$ cat config.mk
export PLATFORM = sky130hd
export DESIGN_NAME = block_map_allocator
export DESIGN_NICKNAME = d
export VERILOG_FILES = /design/src/bma_pkg.sv /design/src/block_map_allocator.sv
export SDC_FILE = /design/constraint.sdc
export NUM_CORES = 2
export LEC_CHECK = 0
export BUFFER_PORTS_ARGS = -buffer_cell sky130_fd_sc_hd__buf_2
export CORE_MARGIN = 2
export CORE_UTILIZATION = 40
export CTS_CLUSTER_SIZE = 24
export DETAILED_ROUTE_END_ITERATION = 6
export PLACE_DENSITY_LB_ADDON = 0.05
export SLEW_MARGIN = 20
export SYNTH_ARGS = -nofsm -noshare
export SYNTH_HDL_FRONTEND = slang
export SYNTH_SLANG_ARGS = --single-unit
$ cat constraint.sdc
create_clock -name clk -period 14.6 [get_ports clk]
set_clock_uncertainty 0.1 [all_clocks]
set_input_delay 0.73 -clock clk [delete_from_list [all_inputs] [get_ports clk]]
set_output_delay 0.73 -clock clk [all_outputs]
set_load 0.02 [all_outputs]
$ cat src/bma_pkg.sv
package bma_pkg;

    // fixed field widths of the command and response channels
    localparam int LEN_W    = 14;
    localparam int ADDR_W   = 13;
    localparam int USED_W   = 9;
    localparam int STATUS_W = 2;

    localparam int DEF_NUM_BLOCKS  = 256;
    localparam int DEF_BLOCK_BYTES = 32;

    localparam logic CMD_ALLOC = 1'b0;
    localparam logic CMD_FREE  = 1'b1;

    localparam logic [STATUS_W-1:0] STAT_OK       = 2'd0;
    localparam logic [STATUS_W-1:0] STAT_ZERO_LEN = 2'd1;
    localparam logic [STATUS_W-1:0] STAT_NO_RUN   = 2'd2;
    localparam logic [STATUS_W-1:0] STAT_BAD_ADDR = 2'd3;

    typedef enum logic [2:0] {
        ST_CLEAR,
        ST_IDLE,
        ST_DIV,
        ST_A_SCAN,
        ST_A_MARK,
        ST_F_SIZE,
        ST_F_CLR,
        ST_RESP
    } bma_state_t;

endpackage

$ cat src/block_map_allocator.sv
// Block map allocator: hands out runs of fixed-size blocks from a pool and
// frees them again, tracking ownership in a map memory of one entry per block.
// Command channel (cmd_valid/cmd_ready): command, length_bytes, free_address.
// Response channel (rsp_valid/rsp_ready): status, alloc_address, used_blocks.
// One response per command. Commands are processed one at a time; cmd_ready
// is high whenever the sequencer is idle, even while a response still waits.
// Sequence of steps, set by the single-port walk over the map memory:
//   allocate: accept, block count, scan of entries from the top (up to
//             NUM_BLOCKS entries), marking of the run found, response;
//   free:     accept, block index, reading and clearing of the run's
//             entries, response;
//   request too large: accept, block count, response;
//   zero length or bad address: accept, response.
// After reset a clearing pass writes every map entry to zero, during which
// cmd_ready stays low.
// A response stalled by rsp_ready low holds in the output register; the next
// command is still accepted and its result waits in the sequencer until the
// output register frees up.
module block_map_allocator
    import bma_pkg::*;
#(
    parameter int NUM_BLOCKS  = DEF_NUM_BLOCKS,
    parameter int BLOCK_BYTES = DEF_BLOCK_BYTES
)
(
    input  logic                clk,
    input  logic                rst_n,
    input  logic                cmd_valid,
    output logic                cmd_ready,
    input  logic                command,
    input  logic [LEN_W-1:0]    length_bytes,
    input  logic [ADDR_W-1:0]   free_address,
    output logic                rsp_valid,
    input  logic                rsp_ready,
    output logic [STATUS_W-1:0] status,
    output logic [ADDR_W-1:0]   alloc_address,
    output logic [USED_W-1:0]   used_blocks
);

    localparam int AW         = (NUM_BLOCKS > 1) ? $clog2(NUM_BLOCKS) : 1;
    localparam int CW         = $clog2(NUM_BLOCKS + 1);
    localparam int POOL_BYTES = NUM_BLOCKS * BLOCK_BYTES;

    // dividend is at most length + block size - 1, which fits 15 bits
    localparam int DIV_IN_W = LEN_W + 1;
    localparam int DIV_SH   = DIV_IN_W + $clog2(BLOCK_BYTES);
    localparam int RECIP_W  = DIV_IN_W + 2;
    localparam int PROD_W   = DIV_IN_W + RECIP_W;
    localparam logic [RECIP_W-1:0] RECIP =
        RECIP_W'(((longint'(1) << DIV_SH) + longint'(BLOCK_BYTES) - 1)
                 / longint'(BLOCK_BYTES));

    localparam logic [AW-1:0] TOP_IDX = AW'(NUM_BLOCKS - 1);

    // map memory, registered read
    logic [CW-1:0] map_mem [NUM_BLOCKS];
    logic          mem_we;
    logic [AW-1:0] mem_waddr;
    logic [CW-1:0] mem_wdata;
    logic          mem_re;
    logic [AW-1:0] mem_raddr;
    logic [CW-1:0] rd_data_reg;

    bma_state_t state_reg, state_next;
    logic [AW-1:0]       ptr_reg, ptr_next;
    logic [CW-1:0]       run_reg, run_next;
    logic [CW-1:0]       cnt_reg, cnt_next;
    logic [CW-1:0]       need_reg, need_next;
    logic [AW-1:0]       base_reg, base_next;
    logic [CW-1:0]       used_reg, used_next;
    logic                cmd_reg, cmd_next;
    logic [DIV_IN_W-1:0] div_in_reg, div_in_next;
    logic [STATUS_W-1:0] res_status_reg, res_status_next;
    logic [ADDR_W-1:0]   res_addr_reg, res_addr_next;
    logic                rsp_valid_reg, rsp_valid_next;
    logic [STATUS_W-1:0] status_reg, status_next;
    logic [ADDR_W-1:0]   alloc_address_reg, alloc_address_next;
    logic [USED_W-1:0]   used_blocks_reg, used_blocks_next;

    // block count by reciprocal multiplication, exact over the dividend range
    logic [PROD_W-1:0] div_prod;
    logic [LEN_W-1:0]  div_quo;
    logic [CW-1:0]     run_inc;
    logic [CW-1:0]     cnt_inc;

    assign div_prod = PROD_W'(div_in_reg) * PROD_W'(RECIP);
    assign div_quo  = LEN_W'(div_prod >> DIV_SH);
    assign run_inc  = (rd_data_reg == '0) ? (run_reg + CW'(1)) : '0;
    assign cnt_inc  = cnt_reg + CW'(1);

    assign cmd_ready     = (state_reg == ST_IDLE);
    assign rsp_valid     = rsp_valid_reg;
    assign status        = status_reg;
    assign alloc_address = alloc_address_reg;
    assign used_blocks   = used_blocks_reg;

    always_comb
    begin
        state_next         = state_reg;
        ptr_next           = ptr_reg;
        run_next           = run_reg;
        cnt_next           = cnt_reg;
        need_next          = need_reg;
        base_next          = base_reg;
        used_next          = used_reg;
        cmd_next           = cmd_reg;
        div_in_next        = div_in_reg;
        res_status_next    = res_status_reg;
        res_addr_next      = res_addr_reg;
        rsp_valid_next     = rsp_valid_reg;
        status_next        = status_reg;
        alloc_address_next = alloc_address_reg;
        used_blocks_next   = used_blocks_reg;
        mem_we             = 1'b0;
        mem_waddr          = ptr_reg;
        mem_wdata          = '0;
        mem_re             = 1'b0;
        mem_raddr          = ptr_reg;

        if (rsp_valid_reg && rsp_ready)
        begin
            rsp_valid_next = 1'b0;
        end

        unique case (state_reg)
            ST_CLEAR:
            begin
                mem_we = 1'b1;
                if (ptr_reg == TOP_IDX)
                begin
                    state_next = ST_IDLE;
                end
                else
                begin
                    ptr_next = ptr_reg + AW'(1);
                end
            end

            ST_IDLE:
            begin
                if (cmd_valid)
                begin
                    cmd_next      = command;
                    res_addr_next = '0;
                    priority if (command == CMD_ALLOC && length_bytes == '0)
                    begin
                        res_status_next = STAT_ZERO_LEN;
                        state_next      = ST_RESP;
                    end
                    else if (command == CMD_FREE && 32'(free_address) >= POOL_BYTES)
                    begin
                        res_status_next = STAT_BAD_ADDR;
                        state_next      = ST_RESP;
                    end
                    else
                    begin
                        // rounding up for allocate folds into the dividend
                        div_in_next = (command == CMD_ALLOC)
                                      ? DIV_IN_W'(length_bytes)
                                        + DIV_IN_W'(BLOCK_BYTES - 1)
                                      : DIV_IN_W'(free_address);
                        state_next  = ST_DIV;
                    end
                end
            end

            ST_DIV:
            begin
                if (cmd_reg == CMD_ALLOC)
                begin
                    if (32'(div_quo) > NUM_BLOCKS)
                    begin
                        res_status_next = STAT_NO_RUN;
                        state_next      = ST_RESP;
                    end
                    else
                    begin
                        need_next  = CW'(div_quo);
                        run_next   = '0;
                        ptr_next   = TOP_IDX;
                        mem_re     = 1'b1;
                        mem_raddr  = TOP_IDX;
                        state_next = ST_A_SCAN;
                    end
                end
                else
                begin
                    // address already range-checked, quotient fits the index
                    ptr_next   = AW'(div_quo);
                    mem_re     = 1'b1;
                    mem_raddr  = AW'(div_quo);
                    state_next = ST_F_SIZE;
                end
            end

            // rd_data_reg holds the entry at ptr_reg; next read issued ahead
            ST_A_SCAN:
            begin
                run_next = run_inc;
                if (run_inc == need_reg)
                begin
                    base_next  = ptr_reg;
                    cnt_next   = '0;
                    state_next = ST_A_MARK;
                end
                else if (ptr_reg == '0)
                begin
                    res_status_next = STAT_NO_RUN;
                    state_next      = ST_RESP;
                end
                else
                begin
                    ptr_next  = ptr_reg - AW'(1);
                    mem_re    = 1'b1;
                    mem_raddr = ptr_reg - AW'(1);
                end
            end

            ST_A_MARK:
            begin
                mem_we    = 1'b1;
                mem_wdata = need_reg;
                cnt_next  = cnt_inc;
                ptr_next  = ptr_reg + AW'(1);
                if (cnt_inc == need_reg)
                begin
                    used_next       = used_reg + need_reg;
                    res_status_next = STAT_OK;
                    res_addr_next   = ADDR_W'(32'(base_reg) * BLOCK_BYTES);
                    state_next      = ST_RESP;
                end
            end

            // first entry gives the run length and, if nonzero, is itself in use
            ST_F_SIZE:
            begin
                res_status_next = STAT_OK;
                if (rd_data_reg == '0)
                begin
                    state_next = ST_RESP;
                end
                else
                begin
                    need_next = rd_data_reg;
                    mem_we    = 1'b1;
                    used_next = used_reg - CW'(1);
                    cnt_next  = CW'(1);
                    if (rd_data_reg == CW'(1) || ptr_reg == TOP_IDX)
                    begin
                        state_next = ST_RESP;
                    end
                    else
                    begin
                        ptr_next   = ptr_reg + AW'(1);
                        mem_re     = 1'b1;
                        mem_raddr  = ptr_reg + AW'(1);
                        state_next = ST_F_CLR;
                    end
                end
            end

            // reads run strictly ahead of writes, so no entry is read stale
            ST_F_CLR:
            begin
                if (rd_data_reg != '0)
                begin
                    mem_we    = 1'b1;
                    used_next = used_reg - CW'(1);
                end
                cnt_next = cnt_inc;
                if (cnt_inc == need_reg || ptr_reg == TOP_IDX)
                begin
                    state_next = ST_RESP;
                end
                else
                begin
                    ptr_next  = ptr_reg + AW'(1);
                    mem_re    = 1'b1;
                    mem_raddr = ptr_reg + AW'(1);
                end
            end

            ST_RESP:
            begin
                if (!rsp_valid_reg || rsp_ready)
                begin
                    rsp_valid_next     = 1'b1;
                    status_next        = res_status_reg;
                    alloc_address_next = res_addr_reg;
                    used_blocks_next   = USED_W'(used_reg);
                    state_next         = ST_IDLE;
                end
            end

            default:
            begin
                state_next = ST_IDLE;
            end
        endcase
    end

    always_ff @(posedge clk or negedge rst_n)
    begin
        if (!rst_n)
        begin
            state_reg     <= ST_CLEAR;
            ptr_reg       <= '0;
            used_reg      <= '0;
            rsp_valid_reg <= 1'b0;
        end
        else
        begin
            state_reg     <= state_next;
            ptr_reg       <= ptr_next;
            used_reg      <= used_next;
            rsp_valid_reg <= rsp_valid_next;
        end
    end

    always_ff @(posedge clk)
    begin
        run_reg           <= run_next;
        cnt_reg           <= cnt_next;
        need_reg          <= need_next;
        base_reg          <= base_next;
        cmd_reg           <= cmd_next;
        div_in_reg        <= div_in_next;
        res_status_reg    <= res_status_next;
        res_addr_reg      <= res_addr_next;
        status_reg        <= status_next;
        alloc_address_reg <= alloc_address_next;
        used_blocks_reg   <= used_blocks_next;
    end

    always_ff @(posedge clk)
    begin
        if (mem_we)
        begin
            map_mem[mem_waddr] <= mem_wdata;
        end
        if (mem_re)
        begin
            rd_data_reg <= map_mem[mem_raddr];
        end
    end

    a_used_bounded: assert property (@(posedge clk) disable iff (!rst_n)
        used_reg <= CW'(NUM_BLOCKS))
        else $error("used block count beyond pool size");

    a_scan_no_write: assert property (@(posedge clk) disable iff (!rst_n)
        (state_reg == ST_A_SCAN || state_reg == ST_DIV) |-> !mem_we)
        else $error("map written during scan or divide");

    a_resp_load: assert property (@(posedge clk) disable iff (!rst_n)
        (state_reg == ST_RESP && (!rsp_valid_reg || rsp_ready))
            |=> (rsp_valid_reg && state_reg == ST_IDLE))
        else $error("pending result not moved to output register");

    a_addr_only_ok: assert property (@(posedge clk) disable iff (!rst_n)
        (rsp_valid_reg && status_reg != STAT_OK) |-> (alloc_address_reg == '0))
        else $error("nonzero address on a failed transaction");

endmodule

Word-level counts from Yosys, hierarchy flattened. Memory sizes are Yosys's and may differ from the RTL's. A register that Yosys moved wholly into a read port is not among the register bits. Cells that the tools add are included.

Reductions and logical operators: 32. Add/sub/neg operators: 7. Bitwise operators: 2. Equality and inequality tests: 27. Muxes and demuxes: 67. Order comparisons: 1.

Operators by type and width (count): 9-bit two-way mux (12); 8-bit two-way mux (8); 9-bit case mux with 3 select lines (2); 8-bit case mux with 6 select lines (1); 13-bit two-way mux (3); 9-bit case mux with 2 select lines (2); 8-bit case mux with 4 select lines (1); 3-bit two-way mux (10); 2-bit inequality test, second input constant (14); 13-bit case mux with 2 select lines (1); 3-bit case mux with 8 select lines (1); 9-bit by 1-bit adder with 9-bit output, second input constant (2); 9-bit == test (2); 1-bit two-way mux (16); 14-bit by 5-bit adder with 15-bit output, second input constant (1); 14-bit logical NOT (1); 2-bit two-way mux (7); 3-bit == test, second input constant (4); 3-bit AND reduction (4); 10-bit by 9-bit > comparator with 1-bit output, second input constant (1); 2-bit case mux with 5 select lines (1); 9-bit adder (1); 9-bit by 1-bit == test with 1-bit output, second input constant (1); 9-bit logical NOT (1); 26 further kinds (39).

RAM bits: 2304. Input bits: 32. Memories: 1. Bits in registers: 111.

Memories: map_mem (words 256, width 9, rd ports 1, clocked after Yosys merged registers in 1, wr ports 1, line block_map_allocator.sv:56) `logic [CW-1:0] map_mem [NUM_BLOCKS];`.

Depth between registers and ports, before layout.
Depth in word-level cells: 5. Depth in mapped cells: 22. Mapped depth without buffers: 15.

Least setup slack after synthesis. OpenSTA, ideal clock, no wires.

Path type: reg2reg. From: reg state_reg[1]. To: mem map_mem[0][7] (netlist name), data pin. Period minus slack after synthesis: 12.680 ns. Setup time: 2.102 ns. Arrival: 10.477 ns. Path buffers: 2. Setup slack: 1.920 ns. Cell stages (with the launch flop): 4. Cells stage by stage: dfrtp_1 clkbuf_1 buf_1 nor3_1.

Cells in the longest elaborated chain, start to end: 2.

RTL lines: start: declaration (line block_map_allocator.sv:64) `bma_state_t state_reg, state_next;`; start signal: assignment (line block_map_allocator.sv:313) `state_reg <= state_next;`; 3-bit == test (line block_map_allocator.sv:125) `unique case (state_reg)`; 9-bit two-way mux (line block_map_allocator.sv:125); net mem_wdata[7] (line block_map_allocator.sv:59) `logic [CW-1:0] mem_wdata;`; end: declaration (line block_map_allocator.sv:56).

The timed path passes the listed nets, and every way through them passes these cells.

Worst setup path after layout.
From: reg ptr_reg[6] (netlist: mem_waddr[6]). To: reg rd_data_reg[5], read port of map_mem, data pin.

Cells in the longest elaborated chain, start to end: 5.

RTL lines: start: declaration (line block_map_allocator.sv:65) `logic [AW-1:0] ptr_reg, ptr_next;`; start signal: assignment (line block_map_allocator.sv:314) `ptr_reg <= ptr_next;`; parallel branches: the longest is 5 deep, another holds 8-bit by 1-bit adder with 8-bit output; end: declaration (line block_map_allocator.sv:62) `logic [CW-1:0] rd_data_reg;`.

Several ways; the timed one is not identified. A chain may end at the register's enable or synchronous reset.

==> flow_summary.json <==
{
  "outcome": "finished clean",
  "power_density_nw_per_um2": 126.9,
  "largest_reg_flops": 2304,
  "netSwitchingPower_mw": 2.782,
  "cts-buffers-inserted": 286,
  "synth_cells": 7153,
  "final_cell_count_no_fill": 10600,
  "postSynthRegisterBits": 2409,
  "firstDrtPassIters": 6,
  "number_of_input_and_output_port_buffers_inserted": 47,
  "cts.root.buffer_cell": "clkbuf_16",
  "timing.critical_path.from_type": "register",
  "maxCapViolCount": 0,
  "grt_first_pass_wirelength_um": 436500,
  "post_synth_num_cell_types": 90,
  "multi_input_comb_area_sq_um": 24160,
  "finalCriticalPeriod_ns": 8.860,
  "dpl_cell_area_sq_um": 102100,
  "drc_errors": 0,
  "design_area_sq_um": 110600,
  "netlist_area_sq_um": 98440,
  "drt-wirelength-per-cell_um": 29.11,
  "grt_pass1_vias": 57971,
  "routed_wirelength_um": 308600,
  "vias": 60982,
  "setup_violations": 0,
  "fp.dieArea_sq_um": 250100,
  "rsz0062_at_grt": "false",
  "cts-root-to-sink-buffers": 4,
  "tritoncts": "yes",
  "fillers": 21793,
  "synth_enable_flop_cells": 2388,
  "yosys_warnings": 0,
  "worstSetupPathType": "register to register",
  "drive_gt1_share_pct": 9.262,
  "slew-limit-headroom_pct": 21.15,
  "sequential_cell_area_sq_um": 72230,
  "io_pins": 58,
  "dieHeight_um": 500.1,
  "tns_ns": 0,
  "grt_max_degree": 171,
  "synthesis.area_per_instance_sq_um": 13.76,
  "ant_nets": 0,
  "via_count_normalized_by_instance_count": 5.753,
  "vdd.ir_drop.worst_v": 0.0001350,
  "initial_util_pct": 40.14,
  "pwr-share-clk_pct": 46.6,
  "worst_skew_pair.late_latency_ns": 0.95,
  "timing.final.hold_violations": 0,
  "gr-total-overflow": 0,
  "hold-worst-slack_ns": 0.06791,
  "ys_seq_area_share_pct": 73.38,
  "design.core.area_sq_um": 245300,
  "synthArstFlopShare_pct": 0.8717,
  "sw_share_pct": 19.82,
  "cp-end-kind": "register",
  "synth-main-ff-cell": "edfxtp_1",
  "clk_pin_slew_worst_paths_ns": 0.06,
  "drt_iter0_drc": 6096,
  "total_number_of_clock_tree_sinks": 2409,
  "power.share.combinational_pct": 0.1,
  "worst_slew_pin_slew_ns": 1.183,
  "hp-class": "primary input to register",
  "grt_resource_usage_total_pct": 24.14,
  "critical_path_required_ns": 15.07,
  "leakage_nw": 33.04,
  "placed_cells": 10096,
  "ctsResizeCount": 0,
  "fmax_ghz": 0.1129,
  "cts_max_level": 5,
  "arrival_ns": 9.33,
  "place.detailed.hpwl_um": 178300,
  "placementRows": 182,
  "maxSlewViolCount": 0,
  "finalWeightedCongestion": 0.8471,
  "final_stage_net_count": 7224,
  "p_int_mw": 11.25,
  "seqPwrFrac_pct": 53.3,
  "grt_antenna_before_repair": 18,
  "final.period_utilization_pct": 60.69,
  "die_w_um": 500.1,
  "syn2layout_area_growth_pct": 12.33,
  "crit_fanout": 38
}
## metrics by stage
step | total power [mW] | util, % | worst slack, ns
finish | 14.03 | 45.09 | 5.740
global route | 14.41 | 45.08 | 5.467
CTS | 14.15 | 45.05 | 5.656
detailed placement | 7.641 | 41.61 | 5.728
global placement | 7.641 | 41.60 | 5.802
floorplan | 7.636 | - | 1.920
## cells in the mapped netlist, types with 15 or more instances
cell	count	share of area, %
a22oi_1	32	0.24
dfrtp_1	21	0.53
o211ai_1	16	0.12
nand3_1	619	3.1
nor4_1	19	0.12
a21o_1	19	0.14
o21ai_0	82	0.42
nand4_1	49	0.31
mux4_2	15	0.34
a21boi_0	15	0.11
xnor2_1	29	0.26
a32oi_1	141	1.3
and3_1	81	0.51
buf_4	33	0.25
a311oi_1	24	0.21
buf_1	30	0.11
nor3_1	41	0.21
xor2_1	22	0.20
a2111oi_0	15	0.13
buf_2	241	1.2
nor2_1	337	1.3
o22ai_1	24	0.15
edfxtp_1	2388	73
a211oi_1	56	0.43
o2111ai_1	25	0.22
a31oi_1	107	0.68
nand2_1	1631	6.2
ha_1	16	0.20
inv_1	19	0.072
a21oi_1	127	0.65
nor4b_1	33	0.29
a221oi_1	41	0.36
or3_1	17	0.11
clkbuf_1	182	0.69
a211o_1	35	0.31
mux2i_1	374	3.8
## worst max-delay path, stage by stage (launching register included)
cell	delay, ns
dfrtp_1	0.35
buf_4	0.27
nand4_1	0.86
nor2_1	0.73
nor3_1	0.23
nor3_1	0.19
nand2_1	0.24
and3_1	0.35
or4b_4	0.77
nor3_4	0.68
buf_4	0.64
buf_4	0.64
buf_4	0.48
a32oi_1	0.12
a31o_2	0.33
o2111ai_1	0.13
a311oi_1	0.20
a21oi_1	0.72
o2111ai_1	0.35
## cells in the final DEF, fill, tap and decap left out, types with 24 or more instances in the layout
| cell | n |
|---|---|
| buf_4 | 151 |
| clkbuf_1 | 65 |
| o2111ai_1 | 25 |
| buf_2 | 47 |
| a31oi_1 | 107 |
| nand4_1 | 49 |
| and3_1 | 76 |
| o21ai_0 | 82 |
| clkinv_1 | 64 |
| a211oi_1 | 55 |
| a311oi_1 | 24 |
| a221oi_1 | 41 |
| a22oi_1 | 32 |
| xnor2_1 | 29 |
| a211o_1 | 35 |
| nand2_1 | 1628 |
| nor2_2 | 24 |
| clkinv_2 | 48 |
| nand3_1 | 606 |
| a32oi_1 | 141 |
| clkbuf_16 | 288 |
| edfxtp_1 | 2388 |
| mux2i_1 | 374 |
| nor2_1 | 314 |
| nor3_1 | 36 |
| a21oi_1 | 125 |
| nor4b_1 | 32 |
## kinds of logic after synthesis
| family | synth area share, % |
|---|---|
| other | 0.003809 |
| flip-flops | 73.38 |
| adder cells (fa/ha/maj) | 0.2237 |
| XOR/XNOR | 0.4766 |
| multiplexers | 4.169 |
| buffers and inverters | 2.423 |
| AO/OA/AOI/OAI | 6.532 |
| AND/OR/NAND/NOR | 12.79 |
## routing by layer
metal | share of wire, % | GRT usage, % | up-vias
li1 | - | - | 27090
met1 | 45 | 35.29 | 31398
met2 | 46 | 37.44 | 2126
met3 | 6.6 | 3.840 | 364
met4 | 2.4 | 6.406 | 4
met5 | 0.0087 | 0 | -
## worst paths after layout
path / start / endpoint / slack, ns / depth (start not counted)
min in group asynchronous: rst_n / state_reg[1]$_DFFE_PN0P_ / 0.26 / 2
min reg2reg: res_addr_reg[5]$_SDFFCE_PN0P_ / alloc_address[5]$_DFFE_PP_ / 0.32 / 0
max in group asynchronous: rst_n / rsp_valid$_DFF_PN0_ / 13.71 / 2
max reg2reg: mem_waddr[6]$_DFFE_PN0P_ / rd_data_reg[5]$_DFFE_PP_ / 5.74 / 18
max: mem_waddr[6]$_DFFE_PN0P_ / rd_data_reg[5]$_DFFE_PP_ / 5.74 / 18
min: cmd_valid / cmd_reg$_DFFE_PP_ / 0.07 / 3
## repair_timing
item | CTS | global route
buffers inserted | 0 | 0
hold buffers | 10 | 0
endpoints found under the hold margin | 30 | 0
endpoints found under the setup margin | 0 | 0
## cell type report
cell class,instances,area share (%)
Inverter,21,0.07129
Antenna cell,6,0.01358
Clock buffer,353,6.738
Multi-Input combinational cell,4236,21.85
Sequential cell,2409,65.33
Timing Repair Buffer,221,1.571
Tap cell,3220,3.644
Clock inverter,134,0.7887
## power groups by stage
| stage | registers (mW) | logic (mW) | clock network (mW) |
|---|---|---|---|
| 5_1_grt | 7.48 | 0.0154 | 6.92 |
| 6_report | 7.48 | 0.0137 | 6.54 |
| 3_3_place_gp | 7.63 | 0.0118 | 0 |
| 4_1_cts | 7.48 | 0.0140 | 6.65 |
| 2_1_floorplan | 7.63 | 0.00611 | 0 |
| 3_5_place_dp | 7.63 | 0.0116 | 0 |
No activity file was read; power rests on OpenSTA's default activity.
